==> src/sv/lbs_pkg.sv <==
`timescale 1ns / 1ps

package lbs_pkg;

    localparam int BONES     = 64;
    localparam int FRAC_BITS = 16;
    localparam int WGT_BITS  = 16;
    localparam int WGT_ONE   = 1 << WGT_BITS;
    localparam int ID_W      = 6;
    localparam int ROWS      = BONES * 4;
    localparam int ROW_AW    = (ROWS > 1) ? $clog2(ROWS) : 1;
    localparam int QDEPTH    = 4;
    localparam int DVD_W     = 32 + FRAC_BITS;
    localparam int DIV_STEPS = DVD_W;

    localparam logic CMD_LOAD = 1'b0;
    localparam logic CMD_SKIN = 1'b1;

    localparam logic REG_NEAR_ZERO    = 1'b0;
    localparam logic REG_VERTEX_COUNT = 1'b1;

    typedef logic signed [31:0] word_t;
    typedef logic signed [19:0] wgt_t;

    typedef struct packed {
        logic             cmd;
        logic [7:0]       row;
        word_t [2:0]      pos;
        word_t [2:0]      nrm;
        logic [23:0]      ids;
        wgt_t [3:0]       wgt;
        logic             frame_done;
    } job_t;

    typedef struct packed {
        word_t [2:0] pos;
        word_t [2:0] nrm;
        logic        kept;
        logic        frame_done;
    } result_t;

    function automatic word_t sat32(input logic signed [63:0] x);
        if (x > 64'sd2147483647) begin
            return 32'sh7fffffff;
        end else if (x < -64'sd2147483648) begin
            return 32'sh80000000;
        end else begin
            return x[31:0];
        end
    endfunction

endpackage

==> src/sv/lbs_queue.sv <==
`timescale 1ns / 1ps

module lbs_queue (
    input  logic          aclk,
    input  logic          aresetn,
    input  logic          push_valid,
    output logic          push_ready,
    input  lbs_pkg::job_t push_job,
    output logic          pop_valid,
    input  logic          pop,
    output lbs_pkg::job_t pop_job
);
    import lbs_pkg::*;

    localparam int PW = $clog2(QDEPTH);

    job_t          mem_reg [QDEPTH];
    logic [PW-1:0] wr_ptr_reg, wr_ptr_next;
    logic [PW-1:0] rd_ptr_reg, rd_ptr_next;
    logic [PW:0]   count_reg, count_next;
    logic          do_push, do_pop;

    assign push_ready = (count_reg != (PW+1)'(QDEPTH));
    assign pop_valid  = (count_reg != '0);
    assign pop_job    = mem_reg[rd_ptr_reg];
    assign do_push    = push_valid && push_ready;
    assign do_pop     = pop && pop_valid;

    always_comb begin
        wr_ptr_next = do_push ? wr_ptr_reg + 1'b1 : wr_ptr_reg;
        rd_ptr_next = do_pop ? rd_ptr_reg + 1'b1 : rd_ptr_reg;
        count_next  = count_reg + (PW+1)'(do_push) - (PW+1)'(do_pop);
    end

    always_ff @(posedge aclk) begin
        if (do_push) begin
            mem_reg[wr_ptr_reg] <= push_job;
        end
        if (!aresetn) begin
            wr_ptr_reg <= '0;
            rd_ptr_reg <= '0;
            count_reg  <= '0;
        end else begin
            wr_ptr_reg <= wr_ptr_next;
            rd_ptr_reg <= rd_ptr_next;
            count_reg  <= count_next;
        end
    end

endmodule

==> config.mk <==
export PLATFORM = sky130hd
export DESIGN_NAME = lbs_queue
export DESIGN_NICKNAME = d
export VERILOG_FILES = /design/src/sv/lbs_pkg.sv /design/src/sv/lbs_queue.sv
export SDC_FILE = /design/constraint.sdc
export NUM_CORES = 1
export LEC_CHECK = 0
export BUFFER_PORTS_ARGS = -buffer_cell sky130_fd_sc_hd__buf_2
export CORE_ASPECT_RATIO = 1.75
export CORE_MARGIN = 5
export CORE_UTILIZATION = 51
export DETAILED_ROUTE_END_ITERATION = 6
export GPL_ROUTABILITY_DRIVEN = 0
export PLACE_DENSITY = 0.82
export SYNTH_ARGS = -nofsm -noshare
export SYNTH_HDL_FRONTEND = slang
export SYNTH_SLANG_ARGS = --single-unit
==> constraint.sdc <==
create_clock -name aclk -period 8.94 [get_ports aclk]
set_clock_uncertainty 0.1 [all_clocks]
set_input_delay 0.894 -clock aclk [delete_from_list [all_inputs] [get_ports aclk]]
set_output_delay 0.894 -clock aclk [all_outputs]
set_load 0.01 [all_outputs]
Word-level counts from Yosys, hierarchy flattened --
Memories as Yosys holds them, arrays and structs flattened. A register that Yosys moved wholly into a read port is not among the register bits. Cells that the tools add are included.
Word-level totals: register bits after elaboration 7, RAM bits 1224, input bits 310, output and inout port bits 308, word-level logic and storage cells 16, memories 1
Memories:
- mem_reg | depth 4, bits a word 306, read ports 1, clocked after Yosys merged registers in 1, wr ports 1, RTL line lbs_queue.sv:17 | job_t mem_reg [QDEPTH];
Cells by class: $add $sub $neg 4, equal/unequal tests 1, multiplexer cells 4, reductions and logical operators 3
Operators with widths (number):
- 2-bit by 1-bit adder with 2-bit output (second input constant) | 2
- 2-bit 2-to-1 mux | 2
- 3-bit by 1-bit adder with 3-bit output | 1
- 3-bit inequality test (second input constant) | 1
- 3-bit nonzero test | 1
- 3-bit by 1-bit subtractor with 3-bit output | 1
- 1-bit logical AND | 2
- 1-bit 2-to-1 mux | 2

Depth between registers and ports, before layout --
word-level depth 4, depth in mapped cells 11, gate-level depth less buffers 11

Least setup slack after synthesis --
Ideal clock, no wire load.
kind input to register, start point input push_valid, end point memory mem_reg[2][0] (netlist name) (enable), library setup time 0.707 ns, arrival time 8.249 ns, data required time 8.133 ns, path slack -0.116 ns, cell stages on the path 2, buffers on the path 0, path through a21boi_1 > and2_1
Between the ends: cells in the longest elaborated chain, start to end 3
Ends and longest elaborated chain:
- from (decl) | RTL line lbs_queue.sv:6 | input logic push_valid,
- 1-bit logical AND | RTL line lbs_queue.sv:26 | assign do_push = push_valid && push_ready;
- 1-bit 2-to-1 mux | RTL line lbs_queue.sv:36 | if (do_push) begin
- 1-bit 2-to-1 mux (not written as such) | RTL line lbs_queue.sv:37 | mem_reg[wr_ptr_reg] <= push_job;
- to (decl) | RTL line lbs_queue.sv:17
Every way passes these cells.

==> results.ini <==
[synthesis]
synth-seq-area-share_pct = 82.8
synth_edf_count = 1224
yosysTopAreaCellShare_pct = 82.4
syn_inst = 1646
async_flop_share_pct = 0
synthTopCellsByArea = edfxtp_1 82%, mux4_2 15%, buf_6 0.71%, dfxtp_1 0.40%, buf_2 0.37%
ys_ff_latch = 1233
ys.flop_type = edfxtp_1
synth.distinct_cells = 19
syn_area_per_cell_um2 = 27.1
synth_top_area_cell = edfxtp_1
yosysWarnings = 0
postSynthNetCount = 1963
post-synth-top-count-cell = edfxtp_1
synth_common_cells = 1224 x edfxtp_1, 306 x mux4_2, 33 x buf_2, 28 x buf_6, 9 x dfxtp_1
netlist_area_um2 = 44600

[sta]
maxClockFrequency_ghz = 0.215
max_slew.worst_pin.slew_ns = 1.15
fin_crit_ns = 4.66
maxSlewHeadroom_pct = 23.0
holdWs_ns = 0.315
setup_tns_ns = 0
slew_viol_final = 0
finalSetupViolations = 0
finalCritPeriodShare_pct = 52.1
hold_viol_final = 0
grt_setup_unrepaired = no

[floorplanning]
fp.dieH_um = 401
ios = 618
dieArea_um2 = 93700
die_x_um = 234
start_util_pct = 51.4
rows = 143
core_um2 = 86800

[cells_and_area]
largest_register_ffs = 1224
fin_cells = 3598
final_area_um2 = 52500
syn_to_final_growth_pct = 17.7
drive_gt1_share_pct = 46.1
layout.nets = 2637

[cts]
cts_buffers = 103
h-tree-depth = 3
cts_hold_buf = 0
clk_path_buf_depth = 3
clk_pin_slew_ns = 0.06
post_cts_buffers = 0
clock_latency_ns = 0.65
cts_tree = yes
post_cts_resize_count = 0
cts_root_buf = clkbuf_16
clock-sinks = 1233

[worst_setup_path]
r2r_end = mem_reg[2][160]
cp-end-kind = output port
cp-start-kind = flop
ff2ff_setup_slack_ns = 5.29
path_class = flop to output port
worstPathArrival_ns = 3.66
critical_path_required_ns = 7.95
path_max_fanout = 41
rr_worst_depth = 5
r2r_start = count_reg[1]

[global_route]
track_usage_pct = 20.9
grt_pass1_wl_um = 145000
grt_max_degree = 135
grt_pass1_vias = 22322
antenna_found_initial = 54
grt_overflow = 0

[detailed_routing]
firstDrtPassIters = 5
ant_nets = 0
vias = 20517
wl_per_cell_um = 27.4
drc = 0
dr.first_iter.drc_count = 1744
drt-total-wl_um = 98700
vias_per_cell = 5.70

[run]
cap_violations = 0

[status]
status = complete, no violations

[power]
peakVddDrop_uv = 230
powerDensity_nw_per_um2 = 287
p_leak_nw = 17.3

[place]
dp.cells = 3375
dp_hpwl_um = 61600
io_buffers = 617
placed_area_um2 = 48900

[worst_hold_path]
holdPathEnd = mem_reg[0][184]
min-delay-start = push_job[184]
hold_class = primary input to flop
whs_path_depth = 1

[metrics by stage]
| step | utilization, % | power (mW) | setup WS, ns |
|---|---|---|---|
| 3_5_place_dp | 56.4 | 10.6 | 4.82 |
| 4_1_cts | 60.5 | 15.3 | 4.07 |
| 3_3_place_gp | 56.4 | 10.5 | 4.86 |
| 6_report | 60.5 | 15.1 | 4.28 |
| 5_1_grt | 60.5 | 15.7 | 3.84 |
| 2_1_floorplan | - | 9.40 | 3.30 |
[kinds of logic after synthesis]
group | after synthesis | synth area share (%)
multiplexers | 308 | 15.5
AO/OA/AOI/OAI | 3 | 0.0561
buffers and inverters | 74 | 1.19
adder cells (fa/ha/maj) | 7 | 0.213
AND/OR/NAND/NOR | 17 | 0.205
flip-flops | 1233 | 82.8
XOR/XNOR | 4 | 0.0785
[worst max-delay path by stage]
stage,end,slack [ns],startpoint
floorplan,mem_reg[0][0],3.30,push_valid
global placement,pop_job[296],4.86,flop
detailed placement,pop_job[292],4.82,flop
CTS,pop_job[292],4.07,flop
global route,pop_job[294],3.84,flop
finish,pop_job[294],4.28,flop
[worst max-delay path, cell delays in order (launching register included)]
cell and delay [ns]:
dfxtp_4 0.70, buf_4 0.72, buf_4 0.72, mux4_2 0.61
buf_2 0.16
[layer usage]
layer  track usage (%)  vias to the layer above  share of wire, %
met4              8.71                       50               4.1
met2              34.7                     1086                51
met5                 0                        -              0.35
li1                  -                     8534                 -
met3              7.14                      255                10
met1              25.1                    10592                34
[power by group]
part	switching, mW	leakage, nW	internal (mW)
combinational	1.80	4.30	1.44
clock	2.01	1.74	2.64
sequential	0.196	11.3	7.01
[cell type report]
type                       count  area, um2
antenna                       30       75.1
clock buffer                 117       2650
clock inverter                76        913
fill                        5690      34200
inverter                       5       18.8
multi-input combinational    339       7170
sequential                  1233      36900
tap                         1160       1450
timing repair buffer         638       3320
[placed cells by master (no fill, tap or decap), types with 7 or more instances in the layout]
cell type	instances
diode_2	30
buf_2	617
clkinv_1	21
dfxtp_1	7
buf_4	15
clkbuf_1	13
clkinv_2	24
edfxtp_1	1224
clkbuf_16	104
mux4_2	306
bufinv_16	17
No activity file was read; power rests on OpenSTA's default activity.
