### src/sv/lbs_pkg.sv
`timescale 1ns / 1ps

package lbs_pkg;

    localparam int BONES     = 64;
    localparam int FRAC_BITS = 16;
    localparam int WGT_BITS  = 16;
    localparam int WGT_ONE   = 1 << WGT_BITS;
    localparam int ID_W      = 6;
    localparam int ROWS      = BONES * 4;
    localparam int ROW_AW    = (ROWS > 1) ? $clog2(ROWS) : 1;
    localparam int QDEPTH    = 4;
    localparam int DVD_W     = 32 + FRAC_BITS;
    localparam int DIV_STEPS = DVD_W;

    localparam logic CMD_LOAD = 1'b0;
    localparam logic CMD_SKIN = 1'b1;

    localparam logic REG_NEAR_ZERO    = 1'b0;
    localparam logic REG_VERTEX_COUNT = 1'b1;

    typedef logic signed [31:0] word_t;
    typedef logic signed [19:0] wgt_t;

    typedef struct packed {
        logic             cmd;
        logic [7:0]       row;
        word_t [2:0]      pos;
        word_t [2:0]      nrm;
        logic [23:0]      ids;
        wgt_t [3:0]       wgt;
        logic             frame_done;
    } job_t;

    typedef struct packed {
        word_t [2:0] pos;
        word_t [2:0] nrm;
        logic        kept;
        logic        frame_done;
    } result_t;

    function automatic word_t sat32(input logic signed [63:0] x);
        if (x > 64'sd2147483647) begin
            return 32'sh7fffffff;
        end else if (x < -64'sd2147483648) begin
            return 32'sh80000000;
        end else begin
            return x[31:0];
        end
    endfunction

endpackage

### src/sv/lbs_front.sv
`timescale 1ns / 1ps

module lbs_front (
    input  logic          aclk,
    input  logic          aresetn,
    input  logic          cfg_wr_en,
    input  logic          cfg_index,
    input  logic [15:0]   cfg_wdata,
    input  logic          s_valid,
    output logic          s_ready,
    input  logic          s_command,
    input  logic [7:0]    s_palette_row,
    input  logic [31:0]   s_pos_x,
    input  logic [31:0]   s_pos_y,
    input  logic [31:0]   s_pos_z,
    input  logic [31:0]   s_nrm_x,
    input  logic [31:0]   s_nrm_y,
    input  logic [31:0]   s_nrm_z,
    input  logic [23:0]   s_bone_ids,
    input  logic [16:0]   s_weight_0,
    input  logic [16:0]   s_weight_1,
    input  logic [16:0]   s_weight_2,
    output logic          push_valid,
    input  logic          push_ready,
    output lbs_pkg::job_t push_job
);
    import lbs_pkg::*;

    logic [15:0] near_zero_reg, near_zero_next;
    logic [15:0] vcount_reg, vcount_next;
    logic [15:0] vcnt_reg, vcnt_next;
    logic [16:0] vcnt_inc;
    logic        all_small;
    logic        last;
    wgt_t        w3;

    assign s_ready    = push_ready;
    assign push_valid = s_valid;

    assign all_small = (s_weight_0 < {1'b0, near_zero_reg}) &&
                       (s_weight_1 < {1'b0, near_zero_reg}) &&
                       (s_weight_2 < {1'b0, near_zero_reg});
    assign w3 = all_small ? '0 :
                20'(WGT_ONE) - wgt_t'(s_weight_0) - wgt_t'(s_weight_1) - wgt_t'(s_weight_2);

    assign vcnt_inc = {1'b0, vcnt_reg} + 17'd1;
    assign last     = (vcnt_inc >= {1'b0, vcount_reg});

    always_comb begin
        push_job.cmd        = s_command;
        push_job.row        = s_palette_row;
        push_job.pos[0]     = s_pos_x;
        push_job.pos[1]     = s_pos_y;
        push_job.pos[2]     = s_pos_z;
        push_job.nrm[0]     = s_nrm_x;
        push_job.nrm[1]     = s_nrm_y;
        push_job.nrm[2]     = s_nrm_z;
        push_job.ids        = s_bone_ids;
        push_job.wgt[0]     = wgt_t'(s_weight_0);
        push_job.wgt[1]     = wgt_t'(s_weight_1);
        push_job.wgt[2]     = wgt_t'(s_weight_2);
        push_job.wgt[3]     = w3;
        push_job.frame_done = last;
    end

    always_comb begin
        near_zero_next = near_zero_reg;
        vcount_next    = vcount_reg;
        vcnt_next      = vcnt_reg;
        if (cfg_wr_en) begin
            case (cfg_index)
                REG_NEAR_ZERO:    near_zero_next = cfg_wdata;
                REG_VERTEX_COUNT: vcount_next    = cfg_wdata;
                default:          near_zero_next = near_zero_reg;
            endcase
        end
        if (s_valid && s_ready && s_command == CMD_SKIN) begin
            vcnt_next = last ? '0 : vcnt_inc[15:0];
        end
    end

    always_ff @(posedge aclk) begin
        if (!aresetn) begin
            near_zero_reg <= 16'd1;
            vcount_reg    <= 16'd1;
            vcnt_reg      <= '0;
        end else begin
            near_zero_reg <= near_zero_next;
            vcount_reg    <= vcount_next;
            vcnt_reg      <= vcnt_next;
        end
    end

endmodule

### config.mk
export PLATFORM = sky130hd
export DESIGN_NAME = lbs_front
export DESIGN_NICKNAME = d
export VERILOG_FILES = /design/src/sv/lbs_pkg.sv /design/src/sv/lbs_front.sv
export SDC_FILE = /design/constraint.sdc
export NUM_CORES = 1
export LEC_CHECK = 0
export BUFFER_PORTS_ARGS = -buffer_cell sky130_fd_sc_hd__buf_4
export CORE_AREA = 2 2 238 240
export CTS_CLUSTER_SIZE = 24
export DETAILED_ROUTE_END_ITERATION = 12
export DIE_AREA = 0 0 240 242
export HOLD_SLACK_MARGIN = 0.12
export RECOVER_POWER = 100
export SYNTH_ARGS = -nofsm -noshare
export SYNTH_HDL_FRONTEND = slang
export SYNTH_SLANG_ARGS = --single-unit
export TNS_END_PERCENT = 1
### constraint.sdc
create_clock -name aclk -period 6.5 [get_ports aclk]
set_input_delay 1.3 -clock aclk [delete_from_list [all_inputs] [get_ports aclk]]
set_output_delay 1.3 -clock aclk [all_outputs]
set_load 0.03 [all_outputs]
### Yosys cells after proc, flatten, opt, wreduce, memory -nomap -nowiden

Index checks and enable logic that the tools add are counted.

* muxes and demuxes: 2
* add/sub/neg operators: 4
* reductions and logical operators: 6
* $lt $le $gt $ge: 4
* bitwise logic cells: 1

Operator list (number)
* 17-bit by 16-bit less-than comparator with 1-bit output: 3
* 20-bit two-way mux: 1
* 19-bit by 18-bit subtractor with 20-bit output: 1
* 18-bit by 18-bit subtractor with 19-bit output: 1
* 17-bit by 17-bit subtractor with 18-bit output, first input constant: 1
* 16-bit by 1-bit adder with 17-bit output, second input constant: 1
* 17-bit by 16-bit >= comparator with 1-bit output: 1
* 16-bit two-way mux: 1
* 1-bit logical AND: 4
* 2-bit AND reduction: 2
* 1-bit NOT: 1

* logic and storage cells: 20
* output and inout bits: 308
* input port bits: 298
* register bits after elaboration: 48

### Longest topological paths before layout

Gate-level depths: netlist (run 1).

* word-level depth: 4
* gate-level depth with buffers: 14
* gate-level depth less buffers: 14

### Least setup slack after synthesis (run 1)

No wires, ideal clock.

* path kind: input to output
* from: input s_weight_0[5]
* to: output push_job[78] in the netlist's numbering
* stages on the path: 10
* required time: 5.200 ns
* buffers on the path: 0
* arrival: 5.767 ns
* path slack: -0.567 ns
* path through: or4_4 -> or3_4 -> or4_4 -> xor2_1 -> fa_1 -> ha_1 -> and3_1 -> nand2_1 -> o211a_1 -> a2111oi_0

RTL lines
* start, declared: line lbs_front.sv:20 `input logic [16:0] s_weight_0,`
* end, declared: line lbs_front.sv:25 `output lbs_pkg::job_t push_job`

==> results of run 1 <==
## metrics by stage
step           utilization, %  area (um2)  worst slack (ps)  cells  power, mW
6_report                13.14        7322             124.5   1580      1.308
5_1_grt                 13.13        7320             7.919   1579      1.396
4_1_cts                 13.46        7502             4.746   1579      1.356
3_5_place_dp            13.14        7322            -68.22   1571      1.082
3_3_place_gp            13.14        7322            -60.01   1571      1.073
2_1_floorplan               -        7390             117.1    959      1.062
## report_power, final
group / switching (mW) / internal, mW
registers: 0.00787 / 0.304
logic: 0.466 / 0.268
clock network: 0.109 / 0.153
total: 0.583 / 0.724
## placed cells by master (no fill, tap or decap), drive strengths merged, types with 13 or more instances in the layout
master	netlist	layout
nand3	14	14
dfxtp	48	48
a21boi	31	31
a21o	14	14
a22o	13	13
nand2	99	99
xnor2	25	25
ha	82	82
o21ai	21	21
fa	17	17
buf	288	93
clkbuf	18	75
nor2	39	39
a21oi	31	31
inv	78	78
## per-layer routing
layer	global-route usage, %	vias up
met4	4.238	6
met3	3.521	68
met5	0.4209	-
met2	13.06	323
li1	-	2625
met1	10.32	2630
## critical path, cell delays in order
cell	delay [ps]
buf_4	140
or4_4	570
or3_4	410
or4_4	470
xor2_2	170
fa_1	390
ha_1	400
nand2_1	150
o21ai_0	280
inv_1	100
o21a_1	120
a211o_1	270
a21oi_2	120
buf_4	180
## cells by family after synthesis
group,Yosys count,synth area share (%)
muxes,1,0.1361
xor gates and xnor gates,37,4.407
buffers and inverters,384,34.30
adders and majority gates,99,18.58
and+or+nand+nor,221,14.12
AOI/OAI and AO/OA,160,15.33
DFF,48,13.07
other,1,0.05100
## area by class of cell
cell class | instances | area [um2] | area share [%]
Sequential cell | 48 | 960.9 | 13.12
Multi-Input combinational cell | 527 | 4006 | 54.72
Timing Repair Buffer | 162 | 959.7 | 13.11
Clock inverter | 2 | 15.01 | 0.2051
Clock buffer | 6 | 138.9 | 1.897
Inverter | 78 | 292.8 | 3.999
Antenna cell | 1 | 2.502 | 0.03418
Tap cell | 756 | 945.9 | 12.92
## repair_timing
action	4_1_cts	5_1_grt
setup endpoints to repair	2	6
pin swaps	0	9
resized for setup	4	15
## worst paths after layout
| path | endpoint | slack (ps) | from | cells past startpoint |
|---|---|---|---|---|
| worst min register to register | vcount_reg[4] | 470 | vcount_reg[4] | 2 |
| worst min-delay path | vcount_reg[4] | 470 | vcount_reg[4] | 2 |
| worst max register to register | vcnt_reg[15] | 2540 | vcnt_reg[2] | 12 |
| worst max-delay path | push_job[79] | 120 | s_weight_0[4] | 14 |
==> key figures, run 1 <==
Status
  • Status: finished, final reports clean

CTS
  • CTS tree: yes
  • Reg clk slew, reported paths: 60 ps
  • H-tree depth: 2
  • Clk Latency, worst-skew pair: 280 ps
  • Post-CTS setup buffers: 0
  • Maximum clock insertion buffer count: 2
  • CTS Root Cell: clkbuf_16
  • Clock sink count: 48
  • # hold bufs at CTS: 0
  • Total CTS buffers: 5

Finish
  • Fraction of layout cells with a size suffix above 1: 15.55%
  • FILL cells: 6481
  • Area growth syn-to-layout: -0.4254%
  • Nets: 1219

Global route
  • Global-route wire length before repair: 36590 um
  • GRT Total Usage: 8.580%
  • Vias in the first global route: 5641
  • Initial antenna violation count: 6
  • Largest net degree at the start of global routing: 35
  • Gr ovfl total: 0

Worst setup path
  • Worst Path Arrival: 5080 ps
  • Peak fanout along the critical path: 6
  • Worst Path Required: 5200 ps
  • Worst Setup Start Kind: input pin
  • CP endpoint kind: output pin
  • WS Path Type: in2out

STA
  • Setup violations, final: 0
  • Peak Freq: 156.9 MHz
  • Final hold slack: 468.4 ps
  • Fin crit period: 6376 ps
  • Setup TNS: 0 ps
  • Slew margin rel.: 24.87%
  • Worst-Margin Slew: 1123 ps
  • Final Skew: 3.257 ps
  • Slew Limit Fails: 0
  • RSZ-0062 raised after global routing: false
  • Period Utilization, post-route: 98.08%
  • Final hold vios: 0

Route
  • Met3 WL: 2354 um
  • 1st-iter DRT viols: 232
  • Antenna Nets Post-Route: 0
  • Routed metal-1 wirelength: 11220 um
  • Metal2 WL: 11490 um
  • DR vias/cell: 3.577
  • Via count: 5652
  • Average wire per standard cell: 16.61 um
  • DR top layer: met5
  • DRC: 0
  • DRT Pass-1 Iters: 4
  • Drt total wl: 26240 um

Floorplan
  • Io pins: 606
  • Core Box Area: 55730 um2
  • Starting Density: 13.19%
  • Die H: 242 um
  • FP Rows: 87
  • Die area: 58080 um2
  • Chip Width: 240 um

Yosys
  • Commonest cells post-synth: buf_4 (288), nand2_1 (99), ha_1 (82)
  • Syn Area/Cell: 7.732 um2
  • Post-synth top area share: 29.40%
  • Count leader, synth: buf_4
  • Area contributors post-synth: buf_4 (29%), ha_1 (14%), dfxtp_1 (13%), nand2_1 (5.1%), fa_1 (4.6%)
  • Post-synth cell types: 57
  • Post-synth EDFFs: 0
  • Dominant synthesized flop cell: dfxtp_1
  • #FFs+latches synth: 48
  • Area leader, netlist: buf_4
  • Ys async rst share: 0%
  • Post-Syn Instances: 951
  • Fraction of the yosys area taken by sequential cells: 13.07%
  • Number of synthesis warnings: 0
  • Area of the mapped netlist: 7353 um2

Pwr
  • Pwr dens: 178.6 nW/um2
  • VDD IR-drop max: 0.00007761 V
  • Leakage dissipation: 2.880 nW

Placed design
  • Post-DP HPWL: 22980 um
  • Number of port buffers: 148
  • Gpl congestion: 0.8771

Min path
  • HP Class: reg2reg

Flow run
  • MaxCap Viol Count: 0
Note: power is estimated with default switching activity, not from simulation.
==> run 2: changes to the inputs <==
--- a/config.mk
+++ b/config.mk
@@ -10,6 +10,7 @@
 export CTS_CLUSTER_SIZE = 24
 export DETAILED_ROUTE_END_ITERATION = 12
 export DIE_AREA = 0 0 240 242
+export GPL_TIMING_DRIVEN = 0
 export HOLD_SLACK_MARGIN = 0.12
 export RECOVER_POWER = 100
 export SYNTH_ARGS = -nofsm -noshare
==> run 2 against run 1 <==
  * Register-to-register slack improved by 80 ps
  * Count of clock-buffer cells in the layout unchanged
  * Die area stayed put
  * Global-route usage is 0.33 points higher
  * Power is 26% higher
  * Clock power rose by 17%
  * Fmax about the same
  * Critical path type unchanged
  * Critical endpoint is now push_job[78]
  * Largest cell class unchanged
  * Highest routed layer unchanged
==> key figures, run 2 (synthesized netlist as in run 1, its figures left out) <==
STA
  • Final hold vios: 0
  • Setup violations, final: 0
  • Worst-Margin Slew: 769.0 ps
  • Slew margin rel.: 48.19%
  • Final hold slack: 463.9 ps
  • Slew Limit Fails: 0
  • RSZ-0062 raised after global routing: true
  • Final Skew: 4.670 ps
  • Fin worst setup slack: 126.2 ps
  • Fin crit period: 6374 ps
  • Period Utilization, post-route: 98.06%
  • Peak Freq: 156.9 MHz

Pwr
  • Combinational power share: 62.6%
  • Sequential share of power: 18.9%
  • Switch share: 46.76%
  • VDD IR-drop max: 0.0001050 V
  • Clk pwr share: 18.5%
  • Pwr dens: 160.5 nW/um2
  • Final total power: 1.653 mW
  • Leakage dissipation: 4.515 nW
  • Sw power: 0.7730 mW
  • Int Pwr: 0.8803 mW

Placed design
  • Post-DP HPWL: 25800 um
  • Number of port buffers: 372
  • Gpl congestion: 0.7726
  • Pre-CTS setup slack: -284.2 ps
  • Placed insts: 2087

CTS
  • Clk Latency, worst-skew pair: 290 ps
  • Reg clk slew, reported paths: 60 ps
  • Maximum clock insertion buffer count: 2
  • Clock sink count: 48
  • CTS Root Cell: clkbuf_16
  • CTS tree: yes
  • H-tree depth: 2
  • Total CTS buffers: 5

Min path
  • WHS Path Cells: 2
  • Hold_sp: vcount_reg[6]
  • HP Class: reg2reg

Finish
  • Most frequent cells in the layout: buf_4 (368), clkbuf_1 (305), nand2_1 (99)
  • Commonest non-fill, non-tap cell in the layout: buf_4
  • Nets: 1733
  • FILL cells: 6535
  • Multi-input gate area in the final layout: 3993 um2
  • Area growth syn-to-layout: 40.09%
  • Reg area: 960.9 um2
  • Fraction of layout cells with a size suffix above 1: 30.07%
  • Finished Layout Cells: 2094

Global route
  • GRT Total Usage: 8.908%
  • Initial antenna violation count: 7
  • Vias in the first global route: 6486
  • Largest net degree at the start of global routing: 16
  • Global-route wire length before repair: 39310 um
  • Gr ovfl total: 0

Route
  • DR vias/cell: 3.368
  • Via count: 7053
  • Antenna Nets Post-Route: 0
  • 1st-iter DRT viols: 230
  • DRC: 0
  • Drt total wl: 28410 um
  • DRT Pass-1 Iters: 5
  • Average wire per standard cell: 13.57 um

Worst setup path
  • Critical Path Start: s_weight_0[5]
  • Worst Reg2Reg Path Length in Cells: 12
  • CP endpoint kind: output pin
  • R2r startpoint: vcnt_reg[2]
  • Peak fanout along the critical path: 5
  • Worst Path Arrival: 5070 ps
  • Worst Path Required: 5200 ps
  • WS Path Type: in2out
  • Worst Setup Start Kind: input pin

Floorplan
  • Die area: 58080 um2
  • Core Box Area: 55730 um2
  • FP Rows: 87
  • Chip Width: 240 um
  • Io pins: 606
  • Die H: 242 um
  • Starting Density: 13.19%

Flow run
  • MaxCap Viol Count: 0

Status
  • Status: finished, final reports clean
[run 2: cell types whose count changed in the layout (fill, tap and decap cells not counted), moves of 2 or more]
cell,previous run,this run
a211oi_1,7,5
a211oi_2,0,2
clkbuf_2,2,0
clkbuf_1,67,305
clkinvlp_4,2,0
buf_2,0,2
buf_4,93,368
[run 2: area by class of cell]
| class | instances | area share [%] |
|---|---|---|
| inverters | 78 | 2.842 |
| multi-input cells | 527 | 38.76 |
| clock buffers | 6 | 1.348 |
| repair buffers | 372 | 16.57 |
| well taps | 756 | 9.183 |
| diodes | 1 | 0.02429 |
| flip-flops and latches | 48 | 9.328 |
| plain buffers | 304 | 21.57 |
| clock inverters | 2 | 0.3765 |
[run 2: worst paths after layout]
check,endpoint,slack [ps]
worst min-delay path,vcount_reg[6],460
worst min register to register,vcount_reg[6],460
worst max-delay path,push_job[78],130
worst max register to register,vcnt_reg[5],2620
[run 2: repair_timing]
action,CTS,global route
hold buffers,0,0
pin swaps,1,1
setup buffers,0,0
setup endpoints to repair,5,5
gates resized for setup,5,13
[run 2: worst max-delay path, cell delays in order]
cell and delay (ps):
buf_4 140, or4_4 570, or3_4 430, or4_4 550, xor2_1 180, fa_1 490
ha_4 320, and3_2 220, nand2_1 80, o211a_1 260, a2111oi_4 330, buf_6 190
[run 2: power by group through the flow]
| stage | combinational, mW | sequential [mW] | clock [mW] |
|---|---|---|---|
| after detailed placement | 1.13 | 0.319 | 0 |
| after floorplan | 0.748 | 0.315 | 0 |
| after global placement | 1.12 | 0.320 | 0 |
| after CTS | 1.14 | 0.313 | 0.316 |
| final | 1.03 | 0.312 | 0.307 |
| after global routing | 1.12 | 0.314 | 0.326 |
[run 2: per-stage QoR]
step	utilization [%]	instance area [um2]	setup TNS [ps]
after detailed placement	19.97	11130	-629.2
final	18.48	10300	0
after CTS	20.34	11330	0
after global placement	19.97	11130	-850.4
after floorplan	-	7390	0
after global routing	18.48	10300	-2.363
[run 2: layer usage]
metal  track usage (%)  vias to the layer above  wire length [um]  share of wire, %
li1                  -                     3662                 -                 -
met1             11.52                     3122             12460                44
met2             15.72                      236             13880                49
met3             1.732                       21              1823               6.4
met4            0.8221                       12               187              0.66
met5                 0                        -                62              0.22
==> run 3: changes to the inputs <==
--- a/config.mk
+++ b/config.mk
@@ -5,11 +5,12 @@
 export SDC_FILE = /design/constraint.sdc
 export NUM_CORES = 1
 export LEC_CHECK = 0
+export ABC_AREA = 1
 export BUFFER_PORTS_ARGS = -buffer_cell sky130_fd_sc_hd__buf_4
-export CORE_AREA = 2 2 238 240
+export CORE_AREA = 2 2 236 238
 export CTS_CLUSTER_SIZE = 24
 export DETAILED_ROUTE_END_ITERATION = 12
-export DIE_AREA = 0 0 240 242
+export DIE_AREA = 0 0 238 240
 export GPL_TIMING_DRIVEN = 0
 export HOLD_SLACK_MARGIN = 0.12
 export RECOVER_POWER = 100
==> run 3 against run 2 <==
  * Die area is 1.7% lower
  * Register-to-register slack better by 470 ps
  * Core utilization is 0.60 points higher
  * Final cell count is 4.9% higher
  * Global-route usage is 0.44 points higher
  * Combinational power is 6% higher
==> key figures, run 3 <==
Yosys
  • Post-synth EDFFs: 0
  • Area of the mapped netlist: 7674 um2
  • Count leader, synth: buf_4
  • Post-Syn Instances: 1105
  • Post-synth top area share: 28.27%
  • Commonest cells post-synth: buf_4 (289), nand2_1 (166), inv_1 (121)
  • Dominant synthesized flop cell: dfxtp_1
  • Ys async rst share: 0%
  • Syn Area/Cell: 6.944 um2
  • Number of synthesis warnings: 0
  • Area leader, netlist: buf_4
  • Area contributors post-synth: buf_4 (28%), ha_1 (13%), dfxtp_1 (13%), nand2_1 (8.1%), a21oi_1 (6.7%)
  • #FFs+latches synth: 48
  • Fraction of the yosys area taken by sequential cells: 12.52%
  • Post-synth cell types: 38

Global route
  • Grt peak-use layer: met2
  • Initial antenna violation count: 0
  • Global-route wire length before repair: 41020 um
  • Grt met2 use: 15.82%
  • Met3 usage: 0.7003%
  • Gr ovfl total: 0
  • Vias in the first global route: 7137
  • Met1 GRT Util: 13.34%
  • GRT Total Usage: 9.350%
  • Largest net degree at the start of global routing: 15

Finish
  • Area growth syn-to-layout: 35.97%
  • Fraction of layout cells with a size suffix above 1: 27.61%
  • Nets: 1889
  • Final Instance Area: 10430 um2
  • Final core utilization: 19.09%
  • Commonest non-fill, non-tap cell in the layout: buf_4
  • Most frequent cells in the layout: buf_4 (368), clkbuf_1 (300), nand2_1 (166)
  • Diodes inserted: 0

Floorplan
  • Die H: 240 um
  • Core Box Area: 54660 um2
  • Chip Width: 238 um
  • FP Rows: 86
  • Starting Density: 14.04%
  • Die area: 57120 um2
  • Io pins: 606

Placed design
  • Gpl congestion: 0.8803
  • Placed inst area: 11380 um2
  • Post-DP HPWL: 26850 um
  • Number of port buffers: 372

STA
  • Period Utilization, post-route: 93.09%
  • Final hold vios: 0
  • Slew Limit Fails: 0
  • RSZ-0062 raised after global routing: false
  • Final Skew: 1.748 ps
  • Setup TNS: 0 ps
  • Peak Freq: 165.3 MHz
  • Setup violations, final: 0
  • Fin crit period: 6051 ps
  • Worst-Margin Slew: 554.2 ps
  • Slew margin rel.: 62.91%

Worst setup path
  • CP endpoint kind: output pin
  • Crit-path most repeated cell: nand2_1
  • CP delay by family, top: simple AND/OR/NAND/NOR gates
  • Worst Setup Start Kind: input pin
  • Worst path slowest cell: fa_1
  • Crit-path max cell delay: 440 ps
  • Crit-path cells: buf_4 -> inv_1 -> ha_1 -> nand2_1 -> nor3_2 -> nand2_1 -> nor3_2 -> nand3_1 -> xor2_1 -> fa_1 -> ha_1 -> nand2_1 -> nor2_1 -> inv_1 -> nor2_1 -> nand3_1 -> nand4_1 -> nand2_1 -> a21oi_1 -> buf_2
  • Worst Path Required: 5200 ps
  • Peak fanout along the critical path: 6
  • Worst Path Arrival: 4750 ps
  • Crit path buffers/inverters: 4
  • WS Path Type: in2out

Pwr
  • Clk pwr share: 18.9%
  • Combinational power share: 63.0%
  • Switch share: 47.81%
  • Leakage dissipation: 4.947 nW
  • Int Pwr: 0.9008 mW
  • Pwr dens: 165.4 nW/um2
  • Sw power: 0.8254 mW
  • VDD IR-drop max: 0.0001706 V
  • Sequential share of power: 18.1%

CTS
  • Clock sink count: 48
  • Post-CTS setup buffers: 0
  • CTS Root Cell: clkbuf_16
  • # hold bufs at CTS: 0
  • Maximum clock insertion buffer count: 2
  • Clk Latency, worst-skew pair: 290 ps
  • CTS tree: yes
  • H-tree depth: 2
  • Cts repair resizes: 0
  • Total CTS buffers: 5
  • Reg clk slew, reported paths: 60 ps

Min path
  • HP Class: reg2reg

Route
  • Antenna Nets Post-Route: 0
  • DRC: 0
  • DR vias/cell: 3.526
  • Average wire per standard cell: 13.47 um
  • DRT Pass-1 Iters: 4
  • Drt total wl: 29580 um
  • 1st-iter DRT viols: 297
  • Via count: 7742

Status
  • Status: finished, final reports clean

Flow run
  • MaxCap Viol Count: 0
run 3: power groups by stage:
stage	registers, mW	logic (mW)	clock network (mW)
after floorplan	0.317	0.799	0
after detailed placement	0.319	1.21	0
after CTS	0.312	1.21	0.334
after global placement	0.318	1.20	0
after global routing	0.313	1.19	0.347
final	0.312	1.09	0.327
run 3: path summary, 6_finish.rpt:
kind                                      end           from  slack, ps  cells past startpoint
worst min register to register  vcount_reg[6]  vcount_reg[6]        460                      2
worst max register to register    vcnt_reg[4]    vcnt_reg[0]       3090                     16
worst min-delay path            vcount_reg[6]  vcount_reg[6]        460                      2
worst max-delay path             push_job[78]  s_weight_0[0]        450                     20
run 3: cells by family after synthesis:
kind of cell,synth area share (%)
compound gates,11.07
xor+xnor,4.321
fa+ha+maj,17.81
buf+inv,35.99
flops,12.52
other cells,0.04887
simple gates,18.25
run 3: area by class of cell:
| class | instances | area [um2] |
|---|---|---|
| inverters | 136 | 511.7 |
| plain buffers | 306 | 2241 |
| multi-input cells | 623 | 3956 |
| well taps | 704 | 880.8 |
| repair buffers | 372 | 1698 |
| flip-flops and latches | 48 | 960.9 |
| fillers | 6507 | 44230 |
| clock inverters | 2 | 60.06 |
| clock buffers | 5 | 125.1 |
run 3: worst min-delay path: cells and delay by family, from the launching register on:
kind / cells / cell delay (ps)
compound gates: 1 / 60
buf+inv: 1 / 60
flops: 1 / 300
run 3: metrics by stage:
step | setup WS (ps) | std cells | hold WS [ps] | power [mW]
after floorplan | 946.9 | 1113 | 434.7 | 1.116
after global placement | 471.7 | 2189 | 452.1 | 1.523
after detailed placement | 426.3 | 2189 | 458.3 | 1.526
after CTS | 420.7 | 2196 | 467.0 | 1.857
after global routing | 14.26 | 2196 | 487.1 | 1.855
final | 449.0 | 2196 | 462.2 | 1.726
run 3: metal layers:
layer  wire (um)  share of wire, %
met2       13980                47
met4         185              0.63
met3        1461               4.9
met5           0                 0
met1       13950                47
